## src/sv/mtk_pkg.sv

```systemverilog
// Shared types, constants and the key character ROM for the multi-tap key input block.
package mtk_pkg;

  localparam logic [5:0] HYBRID_KEYS   = 6'd21;
  localparam logic [6:0] TABLE_KEYS    = 7'd46;
  localparam logic [15:0] TIMEOUT_RST  = 16'd1000;

  // character RAM: 4 rows x 64 keys, address = {row, key}
  localparam int unsigned RAM_DEPTH = 256;
  localparam int unsigned RAM_AW    = 8;
  localparam int unsigned CHAR_W    = 8;

  // request queue between the control logic and the RAM read port
  localparam int unsigned REQ_DEPTH = 4;
  localparam int unsigned REQ_AW    = 2;
  localparam int unsigned REQ_CW    = 3;

  typedef enum logic [1:0] {
    OP_KEY   = 2'd0,
    OP_TICK  = 2'd1,
    OP_SHIFT = 2'd2
  } op_e;

  typedef enum logic [1:0] {
    KIND_PENDING    = 2'd0,
    KIND_SWITCH     = 2'd1,
    KIND_DETERMINED = 2'd2,
    KIND_NONHYBRID  = 2'd3
  } kind_e;

  typedef struct packed {
    logic [1:0] operation;
    logic [5:0] key;
  } in_t;

  typedef struct packed {
    logic [1:0] kind;
    logic [7:0] character;
    logic       last;
  } out_t;

  typedef struct packed {
    kind_e             kind;
    logic [RAM_AW-1:0] addr;
    logic              last;
  } req_t;

  typedef struct packed {
    logic v0;
    logic v1;
    req_t r0;
    req_t r1;
  } push_t;

  localparam logic [12:0][7:0] LET_LC = "qetuoadgjlxvn";
  localparam logic [12:0][7:0] LET_UC = "QETUOADGJLXVN";
  localparam logic [12:0][7:0] LET_LS = "wryipsfhk;cbm";
  localparam logic [12:0][7:0] LET_US = "WRYIPSFHK;CBM";
  localparam logic [7:0][7:0]  SYM_L  = ".?\\<~#&=";
  localparam logic [7:0][7:0]  SYM_U  = ",!|>`@$_";
  localparam logic [14:0][7:0] COMMON = "()' 0123456789.";

  function automatic logic [7:0] char_rom(input logic [RAM_AW-1:0] addr);
    logic [1:0] row;
    logic [5:0] key;
    logic [5:0] off;
    logic [7:0] ch;
    row = addr[7:6];
    key = addr[5:0];
    off = 6'd0;
    ch  = 8'h00;
    if (key < 6'd13) begin
      off = 6'd12 - key;
      case (row)
        2'd0:    ch = LET_LC[off[3:0]];
        2'd1:    ch = LET_UC[off[3:0]];
        2'd2:    ch = LET_LS[off[3:0]];
        default: ch = LET_US[off[3:0]];
      endcase
    end else if (key < HYBRID_KEYS) begin
      off = 6'd20 - key;
      ch  = row[0] ? SYM_U[off[2:0]] : SYM_L[off[2:0]];
    end else if (key == HYBRID_KEYS) begin
      ch = row[0] ? 8'h5A : 8'h7A;
    end else if (key < 6'd37) begin
      off = 6'd36 - key;
      ch  = COMMON[off[3:0]];
    end else begin
      case (key)
        6'd37:   ch = 8'h97;
        6'd38:   ch = 8'h2B;
        6'd39:   ch = 8'h2D;
        6'd40:   ch = 8'h2A;
        6'd41:   ch = 8'h2F;
        6'd42:   ch = 8'h25;
        6'd43:   ch = 8'h2F;
        6'd44:   ch = 8'h5E;
        6'd45:   ch = 8'hA9;
        default: ch = 8'h00;
      endcase
    end
    return ch;
  endfunction

endpackage

```

## src/sv/mtk_ram.sv

```systemverilog
// Generic single-write, single-read RAM with registered read data.
module mtk_ram #(
  parameter int unsigned WIDTH = 8,
  parameter int unsigned DEPTH = 256
) (
  input  logic                     clk_i,
  input  logic                     we_i,
  input  logic [$clog2(DEPTH)-1:0] waddr_i,
  input  logic [WIDTH-1:0]         wdata_i,
  input  logic [$clog2(DEPTH)-1:0] raddr_i,
  output logic [WIDTH-1:0]         rdata_o
);

  logic [WIDTH-1:0] mem_q [DEPTH];
  logic [WIDTH-1:0] rdata_q;

  always_ff @(posedge clk_i) begin
    if (we_i) begin
      mem_q[waddr_i] <= wdata_i;
    end
    rdata_q <= mem_q[raddr_i];
  end

  assign rdata_o = rdata_q;

endmodule

```

## src/sv/mtk_core.sv

```systemverilog
// Multi-tap entry state: pending key, toggle, shift latch, timeout window, lookup requests.
module mtk_core (
  input  logic               clk_i,
  input  logic               rst_ni,
  input  logic               cfg_we_i,
  input  logic [15:0]        cfg_data_i,
  input  logic               fire_i,
  input  mtk_pkg::in_t       in_i,
  output mtk_pkg::push_t     push_o
);

  logic        pv_q, pv_d;
  logic [5:0]  pk_q, pk_d;
  logic        sec_q, sec_d;
  logic        psh_q, psh_d;
  logic        sl_q, sl_d;
  logic [15:0] wc_q, wc_d;
  logic [15:0] to_q;
  logic [15:0] wload;
  logic        sl_now;
  mtk_pkg::req_t  new_req;
  mtk_pkg::push_t push;

  assign wload = (to_q == 16'd0) ? 16'd1 : to_q;

  always_comb begin
    pv_d    = pv_q;
    pk_d    = pk_q;
    sec_d   = sec_q;
    psh_d   = psh_q;
    sl_d    = sl_q;
    wc_d    = wc_q;
    sl_now  = sl_q;
    new_req = '0;
    push    = '0;
    if (fire_i) begin
      unique case (mtk_pkg::op_e'(in_i.operation))
        mtk_pkg::OP_KEY: begin
          if (pv_q && in_i.key == pk_q) begin
            sec_d        = ~sec_q;
            push.v0      = 1'b1;
            push.r0.kind = mtk_pkg::KIND_SWITCH;
            push.r0.addr = {~sec_q, psh_q, pk_q};
            wc_d         = wload;
          end else begin
            if (pv_q) begin
              push.v0      = 1'b1;
              push.r0.kind = mtk_pkg::KIND_DETERMINED;
              push.r0.addr = {sec_q, psh_q, pk_q};
              sl_now       = 1'b0;
              sl_d         = 1'b0;
              pv_d         = 1'b0;
              wc_d         = 16'd0;
            end
            if ({1'b0, in_i.key} < mtk_pkg::TABLE_KEYS) begin
              if (in_i.key >= mtk_pkg::HYBRID_KEYS) begin
                new_req.kind = mtk_pkg::KIND_NONHYBRID;
              end else begin
                new_req.kind = mtk_pkg::KIND_PENDING;
                pv_d         = 1'b1;
                pk_d         = in_i.key;
                sec_d        = 1'b0;
                psh_d        = sl_now;
                wc_d         = wload;
              end
              new_req.addr = {1'b0, sl_now, in_i.key};
              if (push.v0) begin
                push.v1 = 1'b1;
                push.r1 = new_req;
              end else begin
                push.v0 = 1'b1;
                push.r0 = new_req;
              end
            end
          end
        end
        mtk_pkg::OP_TICK: begin
          if (pv_q) begin
            if (wc_q > 16'd1) begin
              wc_d = wc_q - 16'd1;
            end else begin
              push.v0      = 1'b1;
              push.r0.kind = mtk_pkg::KIND_DETERMINED;
              push.r0.addr = {sec_q, psh_q, pk_q};
              sl_d         = 1'b0;
              pv_d         = 1'b0;
              wc_d         = 16'd0;
            end
          end
        end
        mtk_pkg::OP_SHIFT: begin
          sl_d = 1'b1;
        end
        default: begin
        end
      endcase
    end
    push.r0.last = ~push.v1;
    push.r1.last = 1'b1;
  end

  assign push_o = push;

  always_ff @(posedge clk_i or negedge rst_ni) begin
    if (!rst_ni) begin
      pv_q  <= 1'b0;
      pk_q  <= 6'd0;
      sec_q <= 1'b0;
      psh_q <= 1'b0;
      sl_q  <= 1'b0;
      wc_q  <= 16'd0;
      to_q  <= mtk_pkg::TIMEOUT_RST;
    end else begin
      pv_q  <= pv_d;
      pk_q  <= pk_d;
      sec_q <= sec_d;
      psh_q <= psh_d;
      sl_q  <= sl_d;
      wc_q  <= wc_d;
      if (cfg_we_i) begin
        to_q <= cfg_data_i;
      end
    end
  end

endmodule

```

## src/sv/multi_tap_key_input.sv

```systemverilog
// Top level: character RAM load, lookup request queue, RAM read and output queue.
//
//  channel | direction | handshake              | payload
//  in      | input     | in_valid_i / in_stall_o  | in_data_i  (operation, key)
//  out     | output    | out_valid_o / out_stall_i| out_data_o (kind, character, last)
//  cfg     | input     | cfg_we_i                 | cfg_data_i (timeout_ticks)
//
// One item per cycle when it gives at most one beat and out_stall_i is low; a key press that
// gives a determined and a new beat queues two reads on the single RAM read port and can stall.
// After reset the character RAM is loaded from the ROM, all 256 addresses, with
// in_stall_o high; cfg writes are taken during the load.
// Output beats pass through the request queue, the registered RAM read and the output queue;
// out_stall_i backs up into the queues and then raises in_stall_o.
module multi_tap_key_input (
  input  logic          clk_i,
  input  logic          rst_ni,
  input  logic          in_valid_i,
  output logic          in_stall_o,
  input  mtk_pkg::in_t  in_data_i,
  output logic          out_valid_o,
  input  logic          out_stall_i,
  output mtk_pkg::out_t out_data_o,
  input  logic          cfg_we_i,
  input  logic [15:0]   cfg_data_i
);

  localparam int unsigned FILL_W = mtk_pkg::RAM_AW + 1;

  logic [FILL_W-1:0] fill_q;
  logic              fill_busy;
  logic              fire;
  mtk_pkg::push_t    push;
  logic              p0, p1;

  mtk_pkg::req_t              req_q [mtk_pkg::REQ_DEPTH];
  logic [mtk_pkg::REQ_AW-1:0] req_wr_q, req_rd_q;
  logic [mtk_pkg::REQ_CW-1:0] req_cnt_q;
  mtk_pkg::req_t              head;
  logic                       issue;

  logic                       rd_v_q;
  mtk_pkg::kind_e             rd_kind_q;
  logic                       rd_last_q;
  logic [mtk_pkg::CHAR_W-1:0] rdata;

  mtk_pkg::out_t out_q [2];
  logic          out_wr_q, out_rd_q;
  logic [1:0]    out_cnt_q;
  logic          pop;
  logic [2:0]    occ;

  assign fill_busy  = ~fill_q[FILL_W-1];
  assign in_stall_o = fill_busy ||
                      (req_cnt_q > mtk_pkg::REQ_CW'(mtk_pkg::REQ_DEPTH - 2));
  assign fire       = in_valid_i && !in_stall_o;

  mtk_core u_core (
    .clk_i      (clk_i),
    .rst_ni     (rst_ni),
    .cfg_we_i   (cfg_we_i),
    .cfg_data_i (cfg_data_i),
    .fire_i     (fire),
    .in_i       (in_data_i),
    .push_o     (push)
  );

  assign p0 = push.v0;
  assign p1 = push.v1;

  mtk_ram #(
    .WIDTH (mtk_pkg::CHAR_W),
    .DEPTH (mtk_pkg::RAM_DEPTH)
  ) u_ram (
    .clk_i   (clk_i),
    .we_i    (fill_busy),
    .waddr_i (fill_q[mtk_pkg::RAM_AW-1:0]),
    .wdata_i (mtk_pkg::char_rom(fill_q[mtk_pkg::RAM_AW-1:0])),
    .raddr_i (head.addr),
    .rdata_o (rdata)
  );

  assign head  = req_q[req_rd_q];
  assign pop   = out_valid_o && !out_stall_i;
  // slots in the output queue after this edge, counting the read in flight
  assign occ   = {1'b0, out_cnt_q} + 3'(rd_v_q) - 3'(pop);
  assign issue = (req_cnt_q != '0) && (occ < 3'd2);

  always_ff @(posedge clk_i) begin
    if (p0) begin
      req_q[req_wr_q] <= push.r0;
    end
    if (p1) begin
      req_q[req_wr_q + mtk_pkg::REQ_AW'(1)] <= push.r1;
    end
    rd_kind_q <= head.kind;
    rd_last_q <= head.last;
    if (rd_v_q) begin
      out_q[out_wr_q] <= '{kind: rd_kind_q, character: rdata, last: rd_last_q};
    end
  end

  always_ff @(posedge clk_i or negedge rst_ni) begin
    if (!rst_ni) begin
      fill_q    <= '0;
      req_wr_q  <= '0;
      req_rd_q  <= '0;
      req_cnt_q <= '0;
      rd_v_q    <= 1'b0;
      out_wr_q  <= 1'b0;
      out_rd_q  <= 1'b0;
      out_cnt_q <= 2'd0;
    end else begin
      if (fill_busy) begin
        fill_q <= fill_q + FILL_W'(1);
      end
      req_wr_q  <= req_wr_q + mtk_pkg::REQ_AW'(p0) + mtk_pkg::REQ_AW'(p1);
      req_rd_q  <= req_rd_q + mtk_pkg::REQ_AW'(issue);
      req_cnt_q <= req_cnt_q + mtk_pkg::REQ_CW'(p0) + mtk_pkg::REQ_CW'(p1)
                   - mtk_pkg::REQ_CW'(issue);
      rd_v_q    <= issue;
      out_wr_q  <= out_wr_q ^ rd_v_q;
      out_rd_q  <= out_rd_q ^ pop;
      out_cnt_q <= out_cnt_q + 2'(rd_v_q) - 2'(pop);
    end
  end

  assign out_valid_o = (out_cnt_q != 2'd0);
  assign out_data_o  = out_q[out_rd_q];

  // read data must always find a free output slot
  a_out_room: assert property (@(posedge clk_i) disable iff (!rst_ni)
    rd_v_q |-> (out_cnt_q < 2'd2) || pop)
    else $error("output queue overrun");

  a_no_fire_in_fill: assert property (@(posedge clk_i) disable iff (!rst_ni)
    fill_busy |-> !fire)
    else $error("item taken during RAM load");

  a_req_bound: assert property (@(posedge clk_i) disable iff (!rst_ni)
    req_cnt_q <= mtk_pkg::REQ_CW'(mtk_pkg::REQ_DEPTH))
    else $error("request queue overflow");

  a_out_cnt: assert property (@(posedge clk_i) disable iff (!rst_ni)
    out_cnt_q <= 2'd2)
    else $error("output count out of range");

endmodule

```

## config.mk

```make
export PLATFORM = sky130hd
export DESIGN_NAME = multi_tap_key_input
export DESIGN_NICKNAME = d
export VERILOG_FILES = /design/src/sv/mtk_pkg.sv /design/src/sv/mtk_ram.sv /design/src/sv/mtk_core.sv /design/src/sv/multi_tap_key_input.sv
export SDC_FILE = /design/constraint.sdc
export NUM_CORES = 2
export LEC_CHECK = 0
export BUFFER_PORTS_ARGS = -buffer_cell sky130_fd_sc_hd__buf_2
export CORE_MARGIN = 2
export CORE_UTILIZATION = 63
export DETAILED_ROUTE_END_ITERATION = 8
export GPL_ROUTABILITY_DRIVEN = 0
export PLACE_DENSITY = 0.78
export SLEW_MARGIN = 20
export SYNTH_ARGS = -nofsm -noshare
export SYNTH_HDL_FRONTEND = slang
export SYNTH_HIERARCHICAL = 1
export SYNTH_SLANG_ARGS = --single-unit
```

## constraint.sdc

```tcl
create_clock -name clk_i -period 21.9 [get_ports clk_i]
set_input_delay 2.19 -clock clk_i [delete_from_list [all_inputs] [get_ports clk_i]]
set_output_delay 2.19 -clock clk_i [all_outputs]
set_load 0.02 [all_outputs]
```

==> run summary <==
In this run the remaining antenna-violating nets after routing total 0. After layout, the minimum clock period comes to 8.01 ns. The library cells used most frequently in the layout, excluding fill and tap cells, are 2114 x sky130_fd_sc_hd__edfxtp_1, 461 x sky130_fd_sc_hd__mux4_2, 316 x sky130_fd_sc_hd__nor2_1, 215 x sky130_fd_sc_hd__clkbuf_16, 142 x sky130_fd_sc_hd__mux2i_1. The proportion of synthesized flip-flops having asynchronous set or reset was 0.0288; the worst hold margin was 0.495 ns.

For the number of design-rule violations left by the first detailed-router iteration, the log shows 6763. Capturing instance or port of the critical path: u_ram/rdata_o[0]$_DFF_P_. Detailed placement finished with a half-perimeter wire length of 122000 um.

After clock tree synthesis, the repair step resized 0 gates. After synthesis the netlist holds a flip-flop and latch count of 2188. The die covers 0.142 mm^2. The most prevalent standard cell on the critical path is sky130_fd_sc_hd__buf_4. The share of the synthesized netlist area taken by xor and xnor gates is 0.00241, and the total power divided by cell area is 92.5 mW/mm^2.

The min-delay analysis places its worst path in the category reg -> reg. STA puts the critical path data required time at 22.55 ns. The post-synthesis to final-layout area growth came out at 9.60%. The run gives 45100 as the via count of the first global-routing pass.

The worst register-to-register path has a depth of 11. The number of input and output port buffers inserted works out to 41. The first-pass GRT wire length is 307000 um, and the area of the mapped netlist is 0.0874 mm^2.

The tools report the sequential share of the synthesized area as 0.747. The clock net in this run drives a total of 2188 sinks. Derived from the worst setup path, the maximum achievable clock frequency is 125 MHz. The critical path crosses 11 cells after its start point. The global-route usage over all layers came out at 0.300. Total count of hold-check failures in the final report: 0. The tools report the normalized max-slew margin as 0.0916.

Top cell type by total area after synthesis: sky130_fd_sc_hd__edfxtp_1. After detailed routing, the number of remaining DRC violations is 0. The mean area per synthesized cell works out to 19.8 um^2. During I/O placement, the number of pins put on the boundary was 42. The multi-input combinational cells in the finished layout cover a total of 0.0204 mm^2. The maximum fanout encountered on the critical timing path is 115. The worst setup path is captured at a flip-flop. Post-synthesis compound-gate area fraction: 0.0434. The starting utilization of the core area is 0.635.

The total overflow left after global routing is 0. In this run the vertical extent of the chip is 376 um. The standard cell with the maximum stage delay on the critical path was sky130_fd_sc_hd__mux4_4.

By area the synthesized netlist is led by sky130_fd_sc_hd__edfxtp_1 73%, sky130_fd_sc_hd__mux4_2 12%, sky130_fd_sc_hd__dfrtp_1 1.6%. In this run the critical register-to-register path is captured at u_ram/rdata_o[0]$_DFF_P_. Post-CTS timing repair inserted 0 buffers for setup. Dividing the detail-routed wire length by the instance count gives 32.5 um. Summed over all cells, the static leakage comes to 29.4 nW. For the reg-to-reg setup timing slack, the log shows 13.89 ns. Start-to-end type of the worst setup path: reg -> reg.

The number of antenna violations at the first check in global routing was 2; the final instance area was 0.0957 mm^2. The cell family with the largest share of critical-path delay was buffers and inverters. The simple-gate area share of the yosys netlist was 0.0343. For this block, the routed nets add up to 209000 um of wire. The logs give 0.696 for the share of the core filled with cells in the final layout and 225 for the largest net degree at the start of global routing.

The number of placement rows was 136; the source-to-sink clock delay at the later pin of the worst-skew pair was 0.81 ns. TritonCTS built the clock tree. The deepest level of the CTS H-tree was 4. Counting distinct cell types in the post-synthesis netlist gives 96. At the pin with the least slew margin, the transition time is 1.33 ns. Share of the synthesized area in the top cell type: 0.727. Setup violations remaining at the end of the flow were counted as 0. The cell count after synthesis is 4401, and the total of hold buffers inserted after clock tree synthesis is 0. Yosys printed 6 warnings. The final route contains 45300 vias. Counting the fill cells in the layout gives 8059. Leaving out fill and tap cells, the most frequent cell in the layout is sky130_fd_sc_hd__edfxtp_1.

The total area of sequential cells came out at 0.0653 mm^2. The most instantiated flip-flop cell in the synthesis netlist is sky130_fd_sc_hd__edfxtp_1. On the worst path, the slowest cell contributes a delay of 0.92 ns. Clock root buffer master: sky130_fd_sc_hd__clkbuf_16. Measured along the x axis, the die boundary spans 376 um. Largest family of logic cells by synthesized area: multiplexers. The run gives 0 ns as the setup TNS after final layout. The tools report the launch instance of the worst register-to-register path as req_rd_q[0]$_DFF_PN0_.

The fraction of the cycle the final worst path needs works out to 0.366. The flow ran to the end, and the final reports show no timing, DRC or antenna violations. Buffering stage count on the worst path with inverters included: 5. The number of clock buffers inserted by TritonCTS was 208; the count of pins over their slew limit was 0. The first TritonRoute pass finished after 6 iterations. Tracing the worst setup path back leads to its startpoint at req_rd_q[0]$_DFF_PN0_.

The total cell area at the placement stage is 0.0890 mm^2. After floorplanning, the core was sized to cover 0.137 mm^2. The fraction of layout cells with a size suffix above 1 came out at 0.223. The maximum VDD drop was 0.0000844 V. The critical path goes through mux4_4 -> buf_4 -> buf_12 -> buf_4 -> buf_4 -> buf_4 -> mux4_2 -> mux4_2 -> nor2b_1 -> nor4_1 -> nor4_2. The detailed-route vias per instance is 7.04. Net count reported at finish: 4522. The run gives 0 as the max capacitance violation total. The adder-cell share of the synthesized area was 0.00435; the worst clock skew was 0.0278 ns. The clock-pin slew on the worst setup and hold paths is 0.06 ns. At the worst endpoint, the arrival time is 8.66 ns. Setup repair after global routing left no endpoint under its margin. In this run the deepest clock path goes through 3 buffers. The multiplexer share of the synthesized area works out to 0.148.

STA classifies the critical path startpoint as a flip-flop. Counting flops with a built-in enable in the synthesized netlist gives 2114. The post-layout total power came out at 8.86 mW.
-- sequential cells by signal, summed over array words and instances (netlist names), 2 cells and up --
name           count
req_rd_q           2
out_cnt_q          2
req_q             44
req_cnt_q          3
req_wr_q           2
u_ram/rdata_o      8
u_core/wc_q       16
u_core/pk_q        6
rd_kind_q          2
fill_q             9
u_ram/mem_q     2048
out_q             22
u_core/to_q       16
-- power breakdown --
part	switching [mW]	total, mW	internal (mW)
Clock	1.51	3.55	2.04
Combinational	0.460	0.707	0.247
Sequential	0.0494	4.60	4.55
Total	2.02	8.86	6.84
-- synth_stat cells, types with 39 or more instances --
master and number:
sky130_fd_sc_hd__a21oi_1 111, sky130_fd_sc_hd__a22oi_1 138, sky130_fd_sc_hd__buf_2 43, sky130_fd_sc_hd__clkbuf_1 121, sky130_fd_sc_hd__dfrtp_1 57, sky130_fd_sc_hd__edfxtp_1 2114
sky130_fd_sc_hd__mux2_2 84, sky130_fd_sc_hd__mux2i_1 142, sky130_fd_sc_hd__mux4_2 465, sky130_fd_sc_hd__nand2_1 70, sky130_fd_sc_hd__nand3_1 46, sky130_fd_sc_hd__nor2_1 320
sky130_fd_sc_hd__nor2b_1 41, sky130_fd_sc_hd__nor3_1 40, sky130_fd_sc_hd__o21ai_0 39, sky130_fd_sc_hd__o221ai_1 49
-- area by class of cell --
cell class	count	area share
Antenna cell	3	0.0000784
Multi-Input combinational cell	1909	0.213
Tap cell	1794	0.0234
Clock buffer	255	0.0583
Inverter	37	0.00145
Timing Repair Buffer	121	0.00906
Sequential cell	2188	0.682
Clock inverter	128	0.0123
-- stage by stage --
stage | std cells | setup WS, ns
final | 6435 | 13.89
after detailed placement | 6049 | 13.77
after global routing | 6432 | 13.20
after global placement | 6048 | 13.68
after CTS | 6432 | 13.73
after floorplan | 4402 | 4.39
-- kinds of logic after synthesis --
| logic type | Yosys count |
|---|---|
| flops | 2188 |
| mux | 694 |
| simple gates | 635 |
| compound gates | 528 |
| buf+inv | 305 |
| fa+ha+maj | 28 |
| xor+xnor | 21 |
| other cells | 2 |
-- metal layers --
metal  wire length (um)  track usage  up-vias  part of all wire
li1                   -            -    18300                 -
met1              74800        0.416    23300              0.36
met2             101000        0.469     3112              0.48
met3              24100       0.0670      547              0.12
met4               9540        0.124        2             0.046
met5                 13            0        -          0.000062
-- worst register-to-register path: stages, from the launching register on --
cell and delay [ns]:
sky130_fd_sc_hd__dfrtp_1 0.78, sky130_fd_sc_hd__mux4_4 0.93, sky130_fd_sc_hd__buf_4 0.67, sky130_fd_sc_hd__buf_12 0.74, sky130_fd_sc_hd__buf_4 0.92, sky130_fd_sc_hd__buf_4 0.84
sky130_fd_sc_hd__buf_4 0.70, sky130_fd_sc_hd__mux4_2 0.61, sky130_fd_sc_hd__mux4_2 0.48, sky130_fd_sc_hd__nor2b_1 0.18, sky130_fd_sc_hd__nor4_1 0.88, sky130_fd_sc_hd__nor4_2 0.12
-- worst min path at each step --
| stage | from | end | slack (ns) | depth (start not counted) |
|---|---|---|---|---|
| final | rd_kind_q[0]$_DFF_P_ | out_q[1][9]$_DFFE_PP_ | 0.49 | 0 |
| after global routing | rd_kind_q[0]$_DFF_P_ | out_q[1][9]$_DFFE_PP_ | 0.50 | 0 |
| after CTS | rd_kind_q[0]$_DFF_P_ | out_q[0][9]$_DFFE_PP_ | 0.50 | 0 |
| after detailed placement | rd_kind_q[0]$_DFF_P_ | out_q[1][9]$_DFFE_PP_ | 0.49 | 0 |
| after global placement | rd_kind_q[0]$_DFF_P_ | out_q[0][9]$_DFFE_PP_ | 0.48 | 0 |
| after floorplan | rd_last_q$_DFF_P_ | out_q[0][0]$_DFFE_PP_ | 0.40 | 0 |
Note: power is estimated with default switching activity, not from simulation.
